--- src/hw/rtl/ecwm_pkg.sv ---
// ----------------------------------------------------------------------------
// Ease curve weight multiplier package
// Shared constants, register indexes and enumerated types.
// ----------------------------------------------------------------------------
package ecwm_pkg;

   localparam int TimeWidthDefault = 32;
   localparam int FracBits         = 16;
   localparam int MultWidth        = 17;
   localparam int PhaseWidth       = 2;
   localparam int CsrAddrWidth     = 5;

   localparam logic [MultWidth-1:0] OneQ16 = 17'h10000;

   typedef enum logic [2:0] {
      REG_IN_START   = 3'd0,
      REG_IN_END     = 3'd1,
      REG_OUT_START  = 3'd2,
      REG_OUT_END    = 3'd3,
      REG_IN_POINTS  = 3'd4,
      REG_OUT_POINTS = 3'd5,
      REG_ENABLES    = 3'd6,
      REG_UNUSED     = 3'd7
   } reg_index_type;

   typedef enum logic [1:0] {
      PHASE_ONE   = 2'd0,
      PHASE_OUT   = 2'd1,
      PHASE_BLEND = 2'd2,
      PHASE_IN    = 2'd3
   } phase_type;

   typedef enum logic [1:0] {
      KIND_CONST = 2'd0,
      KIND_CURVE = 2'd1,
      KIND_BLEND = 2'd2
   } kind_type;

   localparam logic [31:0] InPointsReset  = 32'hFFFF0000;
   localparam logic [31:0] OutPointsReset = 32'h0000FFFF;

endpackage

--- src/hw/rtl/ecwm_divider.sv ---
// ----------------------------------------------------------------------------
// Ease curve pipelined fraction divider
// Quotient floor(num*2^16/den), num < den, or 2^16 on in_sat; one bit a stage.
// ----------------------------------------------------------------------------
module ecwm_divider #(
   parameter int DW = 33,
   parameter int TW = 4
) (
   input  logic                       clock,
   input  logic                       reset,
   input  logic                       in_valid,
   input  logic [DW-1:0]              in_num,
   input  logic [DW-1:0]              in_den,
   input  logic                       in_sat,
   input  logic [TW-1:0]              in_tag,
   output logic                       out_valid,
   output logic [ecwm_pkg::FracBits:0] out_quot,
   output logic [TW-1:0]              out_tag
);
   import ecwm_pkg::*;

   localparam int N = FracBits;

   logic [N:0]   valid_ff;
   logic [DW-1:0] rem_ff  [N+1];
   logic [DW-1:0] den_ff  [N+1];
   logic [N-1:0]  quot_ff [N+1];
   logic [N:0]    sat_ff;
   logic [TW-1:0] tag_ff  [N+1];

   logic [DW:0]   shifted [N];
   logic [N-1:0]  take;
   logic [DW-1:0] rem_in  [N];

   always_ff @(posedge clock) begin
      if (reset) begin
         valid_ff <= '0;
      end else begin
         valid_ff <= {valid_ff[N-1:0], in_valid};
      end
   end

   always_comb begin
      for (int i = 0; i < N; i++) begin
         shifted[i] = {rem_ff[i], 1'b0};
         take[i]    = shifted[i] >= {1'b0, den_ff[i]};
         rem_in[i]  = take[i] ? DW'(shifted[i] - {1'b0, den_ff[i]}) : shifted[i][DW-1:0];
      end
   end

   always_ff @(posedge clock) begin
      rem_ff[0]  <= in_num;
      den_ff[0]  <= in_den;
      quot_ff[0] <= '0;
      sat_ff[0]  <= in_sat;
      tag_ff[0]  <= in_tag;
      for (int i = 0; i < N; i++) begin
         rem_ff[i+1]  <= rem_in[i];
         den_ff[i+1]  <= den_ff[i];
         quot_ff[i+1] <= {quot_ff[i][N-2:0], take[i]};
         sat_ff[i+1]  <= sat_ff[i];
         tag_ff[i+1]  <= tag_ff[i];
      end
   end

   assign out_valid = valid_ff[N];
   assign out_quot  = sat_ff[N] ? OneQ16 : {1'b0, quot_ff[N]};
   assign out_tag   = tag_ff[N];

endmodule

--- config.mk ---
export PLATFORM = sky130hd
export DESIGN_NAME = ecwm_divider
export DESIGN_NICKNAME = d
export VERILOG_FILES = /design/src/hw/rtl/ecwm_pkg.sv /design/src/hw/rtl/ecwm_divider.sv
export SDC_FILE = /design/constraint.sdc
export NUM_CORES = 2
export LEC_CHECK = 0
export BUFFER_PORTS_ARGS = -buffer_cell sky130_fd_sc_hd__buf_2
export CAP_MARGIN = 40
export CORE_MARGIN = 8
export CORE_UTILIZATION = 45
export CTS_CLUSTER_SIZE = 28
export DETAILED_ROUTE_END_ITERATION = 12
export PLACE_DENSITY = 0.7
export SLEW_MARGIN = 20
export SYNTH_ARGS = -nofsm -noshare
export SYNTH_HDL_FRONTEND = slang
export SYNTH_SLANG_ARGS = --single-unit
export TNS_END_PERCENT = 30
--- constraint.sdc ---
create_clock -name clock -period 3.3 [get_ports clock]
set_clock_uncertainty 0.15 [all_clocks]
set_input_delay 0.66 -clock clock [delete_from_list [all_inputs] [get_ports clock]]
set_output_delay 0.66 -clock clock [all_outputs]
set_load 0.005 [all_outputs]
# After elaboration in Yosys (flattened, before gate mapping)
# Memories as Yosys holds them, arrays and structs flattened.
# Index checks and enable logic that the tools add are counted.
totals:
  register_bits: 34
  mem_bits_rw: 1462
  inputBits: 74
  output_inout_bits: 22
  wordCells: 55
  mem_count: 4
memory_table:
  columns: ["name", "words", "width", "rd", "rd_clocked_by_memory_dff", "wr", "line", "source"]
  rows:
  - ["den_ff", 17, 33, 16, 0, 17, "ecwm_divider.sv:26", "logic [DW-1:0] den_ff [N+1];"]
  - ["rem_ff", 17, 33, 16, 0, 17, "ecwm_divider.sv:25", "logic [DW-1:0] rem_ff [N+1];"]
  - ["quot_ff", 17, 16, 17, 0, 17, "ecwm_divider.sv:27", "logic [N-1:0] quot_ff [N+1];"]
  - ["tag_ff", 17, 4, 17, 0, 17, "ecwm_divider.sv:29", "logic [TW-1:0] tag_ff [N+1];"]
op_classes:
  n_addsub: 16
  n_lt_le_gt_ge: 16
  muxes: 17
ops:
  columns: ["op", "n"]
  rows:
  - ["34-bit by 33-bit greater-or-equal comparator with 1-bit output", 16]
  - ["33-bit two-way mux", 16]
  - ["33-bit subtractor", 16]
  - ["17-bit two-way mux", 1]

# Depth between registers and ports, before layout
# An unclocked memory read counts as a cell.
logic_depth:
  ltp_word: 3
  depth_mapped: 15
  ltp_nobuf: 12

# Worst setup path before layout
# No wires, ideal clock.
synth_timing:
  path_type: "register to register"
  startpoint: "memory den_ff[7][2] (netlist: den_ff[0][233])"
  endpoint: "memory rem_ff[8][6] (netlist: rem_ff[0][270])"
  setup_time_ns: 0.121
  t_arrival_ns: 3.069
  required_time_ns: 3.029
  slack_ns: -0.040
  path_stages_with_launch: 15
  n_path_buf: 2
  synth_period_minus_slack_ns: 3.340
  path_cell_list: "dfxtp_1 > inv_1 > ha_1 > nor2b_1 > o21a_1 > o21ai_2 > o311ai_2 > o41ai_4 > o41ai_4 > a311oi_4 > a21oi_2 > or3_1 > buf_6 > buf_12 > mux2_4"
synth_lines:
  columns: ["item", "line"]
  rows:
  - ["from (decl)", "ecwm_divider.sv:26"]
  - ["to (decl)", "ecwm_divider.sv:25"]

==> results.md <==
• power per cell area: 1122 mW/mm2
• number of placement rows: 134
• number of max-slew violations in the final report: 0
• clock buffer count from CTS: 143
• Largest delay share family, worst path: compound AO/OA/AOI/OAI gates
• Worst Hold Path Cells: 2
• reg-to-reg critical path startpoint: rem_ff[0][334]
• vias in the first global route: 48,440
• placeable core region: 0.1328 mm2
• Die ar.: 0.1451 mm2
• highest cell delay on the worst timing path: 440 ps
• aggregate global-route resource usage: 18.88%
• Worst path slowest cell: sky130_fd_sc_hd__a211o_4
• number of distinct standard cells referenced by the synthesized netlist: 103
• initial antenna violation count: 0
• residual overflow from global routing: 0
• start point of the worst hold path: reset
• syn_nets: 6,878
• Syn Std Cell Area: 0.05992 mm2
• Clock Sink Count: 1,294
• asr flop ratio synth: 0%
• number of buffers and inverters on the critical path: 1
• type of destination of the critical path: register
• clock latency reported for the late side of the worst-skew pair: 760 ps
• pre-CTS worst setup slack: -429.7 ps
• cell count after synthesis: 6,262
• clock transition at the registers of the reported paths: 60 ps
• share of cells above drive strength 1: 24.24%
• required time of the worst setup path: 3780 ps
• Slew headroom: 49.99%
• Synth Flop Type: sky130_fd_sc_hd__dfxtp_1
• Max Freq: 285.6 MHz
• peak ir drop on the vdd network: 0.6260 mV
• result of the run: complete, but fails checks
• Min Clock Period, post-route: 3501 ps
• antenna cell count: 0
• I/O pin count: 96
• clock buffer depth: 3
• remaining routing DRC violations: 0
• fraction of the yosys area taken by sequential cells: 43.24%
• global-route wire length before repair: 229.2 mm
• leakage power: 36.11 nW
• final estimated routing congestion in global placement: 0.9488
• number of enable-type register cells in the synthesized netlist: 0
• failing checks: negative setup slack
• ratio of final minimum period to clock period: 106.1%
• Routed WL per cell: 15.88 um
• r2r worst-path depth: 12
• area leader, netlist: sky130_fd_sc_hd__dfxtp_1
• Routed Wire Length: 144.1 mm
• H-tree Lvls: 4
• area growth from synthesis to final layout: 27.07%
• area share of the largest cell type after synthesis: 43.24%
• average cell area after synthesis: 9.568 um2
• maximum fanout encountered on the critical timing path: 6
• CP Launch Type: register
• worst min-delay path category: in2reg
• drt initial violations: 1,700
• overall power consumption: 85.41 mW
• register-to-register setup slack: -200 ps
• yosys synthesis warning count: 0
• height of the die: 380.9 um
• number of buffers inserted by port buffering: 95
• arrival time of data at the critical path endpoint: 3980 ps
• startpoint-to-endpoint class of the critical path: reg2reg
• vias: 46,640
• post-synthesis sequential element count: 1,294
• reported max-cap violation count: 0
• end of the worst hold path: valid_ff[16]
• series of cell instances along the critical path: ha_4 -> a21o_1 -> or3_4 -> o211ai_4 -> a31oi_4 -> o31a_1 -> a21oi_4 -> o21a_2 -> o21ai_2 -> a211o_4 -> clkbuf_16 -> mux2_4
• cells taking the most area after synthesis: sky130_fd_sc_hd__dfxtp_1 43%, sky130_fd_sc_hd__ha_1 11%, sky130_fd_sc_hd__mux2_2 4.5%, sky130_fd_sc_hd__a21oi_1 4.1%, sky130_fd_sc_hd__inv_1 4.0%
• destination of the worst register-to-register timing path: rem_ff[0][379]
• clock tree from TritonCTS: done
• slew at the pin closest to its max-slew limit: 742.3 ps
• drt via density: 5.139
• smallest setup slack after layout: -201.2 ps
• final setup vio count: 105
• HPWL Detailed: 108.2 mm
• die extent in x: 380.9 um
• Starting Density: 45.12%
• final layout net count: 7,816
• Antenna Nets Post-Route: 0
• router iterations before antenna repair: 5
• maximum number of pins on one net before global-route repair: 52
• RSZ-0062 raised after global routing: true
• CTS root buf: sky130_fd_sc_hd__clkbuf_16
• number of endpoints with negative hold slack in the final report: 0
==> cell usage in the layout (no fill, tap or decap), types with 33 or more instances in the layout <==
master	n
sky130_fd_sc_hd__a211oi_1	38
sky130_fd_sc_hd__a21o_1	251
sky130_fd_sc_hd__a21oi_1	455
sky130_fd_sc_hd__a31oi_1	37
sky130_fd_sc_hd__and3_1	50
sky130_fd_sc_hd__buf_2	95
sky130_fd_sc_hd__buf_4	706
sky130_fd_sc_hd__clkbuf_1	33
sky130_fd_sc_hd__clkbuf_16	155
sky130_fd_sc_hd__dfxtp_1	1247
sky130_fd_sc_hd__dfxtp_2	46
sky130_fd_sc_hd__dlygate4sd3_1	72
sky130_fd_sc_hd__ha_1	492
sky130_fd_sc_hd__inv_1	627
sky130_fd_sc_hd__mux2_2	126
sky130_fd_sc_hd__mux2_4	170
sky130_fd_sc_hd__nand2_1	360
sky130_fd_sc_hd__nand2b_1	59
sky130_fd_sc_hd__nand3_1	78
sky130_fd_sc_hd__nand4_1	110
sky130_fd_sc_hd__nor2_1	306
sky130_fd_sc_hd__nor2b_1	91
sky130_fd_sc_hd__nor3_1	61
sky130_fd_sc_hd__o21a_1	58
sky130_fd_sc_hd__o21ai_0	292
sky130_fd_sc_hd__o21ai_1	42
sky130_fd_sc_hd__o21bai_1	65
sky130_fd_sc_hd__xnor2_1	269
sky130_fd_sc_hd__xor2_1	154
==> where the power goes <==
group          total (mW)  leakage (nW)  switching [mW]  internal, mW
combinational        46.9          22.9            22.1          24.8
clock                15.7          2.32            6.23          9.52
sequential           22.8          10.9            2.40          20.4
==> stage by stage <==
| step | hold WS, ps | util [%] | instance area [um2] | TNS, ps | cells |
|---|---|---|---|---|---|
| 6_report | 106.2 | 57.34 | 76140 | -7360 | 9075 |
| 5_1_grt | 87.29 | 57.34 | 76140 | -23140 | 9075 |
| 2_1_floorplan | 159.6 | - | 59950 | -1482 | 6262 |
| 3_5_place_dp | 162.1 | 50.75 | 67380 | -55610 | 8668 |
| 4_1_cts | 55.11 | 55.67 | 73930 | -5981 | 9027 |
| 3_3_place_gp | 159.5 | 50.74 | 67370 | -41490 | 8667 |
==> worst reg2reg max path: cells and delay by family (launching register included) <==
kind                     cells  cell delay [ps]
buffers and inverters        1              220
flip-flops                   1              330
adder cells (fa/ha/maj)      1              240
AND/OR/NAND/NOR              1              390
AO/OA/AOI/OAI                8             1770
multiplexers                 1              290
==> how the worst max path moves through the flow <==
| stage | from | to | slack, ps | cells past startpoint |
|---|---|---|---|---|
| 2_1_floorplan | den_ff[0][233] | rem_ff[0][270] | -20 | 14 |
| 3_3_place_gp | den_ff[0][299] | rem_ff[0][342] | -380 | 13 |
| 3_5_place_dp | den_ff[0][299] | rem_ff[0][342] | -430 | 13 |
| 4_1_cts | den_ff[0][335] | rem_ff[0][373] | -160 | 13 |
| 5_1_grt | den_ff[0][334] | rem_ff[0][381] | -290 | 13 |
| 6_report | rem_ff[0][334] | rem_ff[0][379] | -200 | 12 |
==> state kept, by name, summed over array words and instances, names as in the netlist <==
signal / cells
den_ff: 528
rem_ff: 528
quot_ff: 136
valid_ff: 17
tag_ff: 68
sat_ff: 17
==> kinds of logic (layout without fill, tap and decap cells) <==
group / count (synthesis) / in the layout / synth area share, %
multiplexers: 315 / 315 / 6.210
AO/OA/AOI/OAI: 1561 / 1561 / 16.64
adder cells (fa/ha/maj): 542 / 542 / 11.51
AND/OR/NAND/NOR: 1320 / 1320 / 10.76
XOR/XNOR: 423 / 423 / 6.183
flip-flops: 1294 / 1294 / 43.24
buffers and inverters: 807 / 1852 / 5.473
==> timing repair <==
item                                    4_1_cts  5_1_grt
buffers inserted                             23       47
hold buffers                                 72        0
endpoints found under the setup margin      387      436
hold endpoints to repair                     72        0
cloned                                       12        9
resized for setup                           135      462
pin swaps                                    47      118
==> metal layers <==
| metal | routed length (um) | vias up | global-route usage [%] |
|---|---|---|---|
| li1 | - | 23670 | - |
| met1 | 51780 | 21550 | 17.74 |
| met2 | 78760 | 932 | 37.72 |
| met3 | 4230 | 487 | 2.801 |
| met4 | 9316 | 0 | 11.73 |
| met5 | 0 | - | 0 |
==> layout make-up <==
cell class / instances / area (um2)
inverters: 644 / 2421
multi-input cells: 4161 / 32820
repair buffers: 956 / 7981
clock inverters: 53 / 695.7
well taps: 1768 / 2212
flip-flops and latches: 1294 / 25970
fillers: 11260 / 56650
clock buffers: 199 / 4041
==> Yosys cell counts (11+ instances only) <==
master,instances
sky130_fd_sc_hd__nand4_1,110
sky130_fd_sc_hd__nor2_1,328
sky130_fd_sc_hd__xor2_1,154
sky130_fd_sc_hd__o31ai_1,31
sky130_fd_sc_hd__mux2_4,52
sky130_fd_sc_hd__xnor2_1,269
sky130_fd_sc_hd__mux2_2,241
sky130_fd_sc_hd__a21oi_1,489
sky130_fd_sc_hd__a21boi_0,13
sky130_fd_sc_hd__nand2b_1,62
sky130_fd_sc_hd__o31a_1,13
sky130_fd_sc_hd__a211oi_1,50
sky130_fd_sc_hd__o21bai_1,66
sky130_fd_sc_hd__inv_1,644
sky130_fd_sc_hd__a211o_1,11
sky130_fd_sc_hd__buf_2,27
sky130_fd_sc_hd__and3_1,52
sky130_fd_sc_hd__o21ai_0,348
sky130_fd_sc_hd__ha_1,527
sky130_fd_sc_hd__a31oi_1,46
sky130_fd_sc_hd__clkbuf_1,105
sky130_fd_sc_hd__nor4_1,22
sky130_fd_sc_hd__o21a_1,58
sky130_fd_sc_hd__mux2i_1,17
sky130_fd_sc_hd__a41oi_1,12
sky130_fd_sc_hd__dfxtp_1,1294
sky130_fd_sc_hd__nor3_1,69
sky130_fd_sc_hd__or3_1,25
sky130_fd_sc_hd__nand2_1,369
sky130_fd_sc_hd__and2_1,29
sky130_fd_sc_hd__fa_1,15
sky130_fd_sc_hd__nand3_1,79
sky130_fd_sc_hd__or2_2,23
sky130_fd_sc_hd__and4_1,17
sky130_fd_sc_hd__a21o_1,251
sky130_fd_sc_hd__nor2b_1,99
sky130_fd_sc_hd__o211ai_1,18
sky130_fd_sc_hd__a31o_2,13
Note: power is estimated with default switching activity, not from simulation.
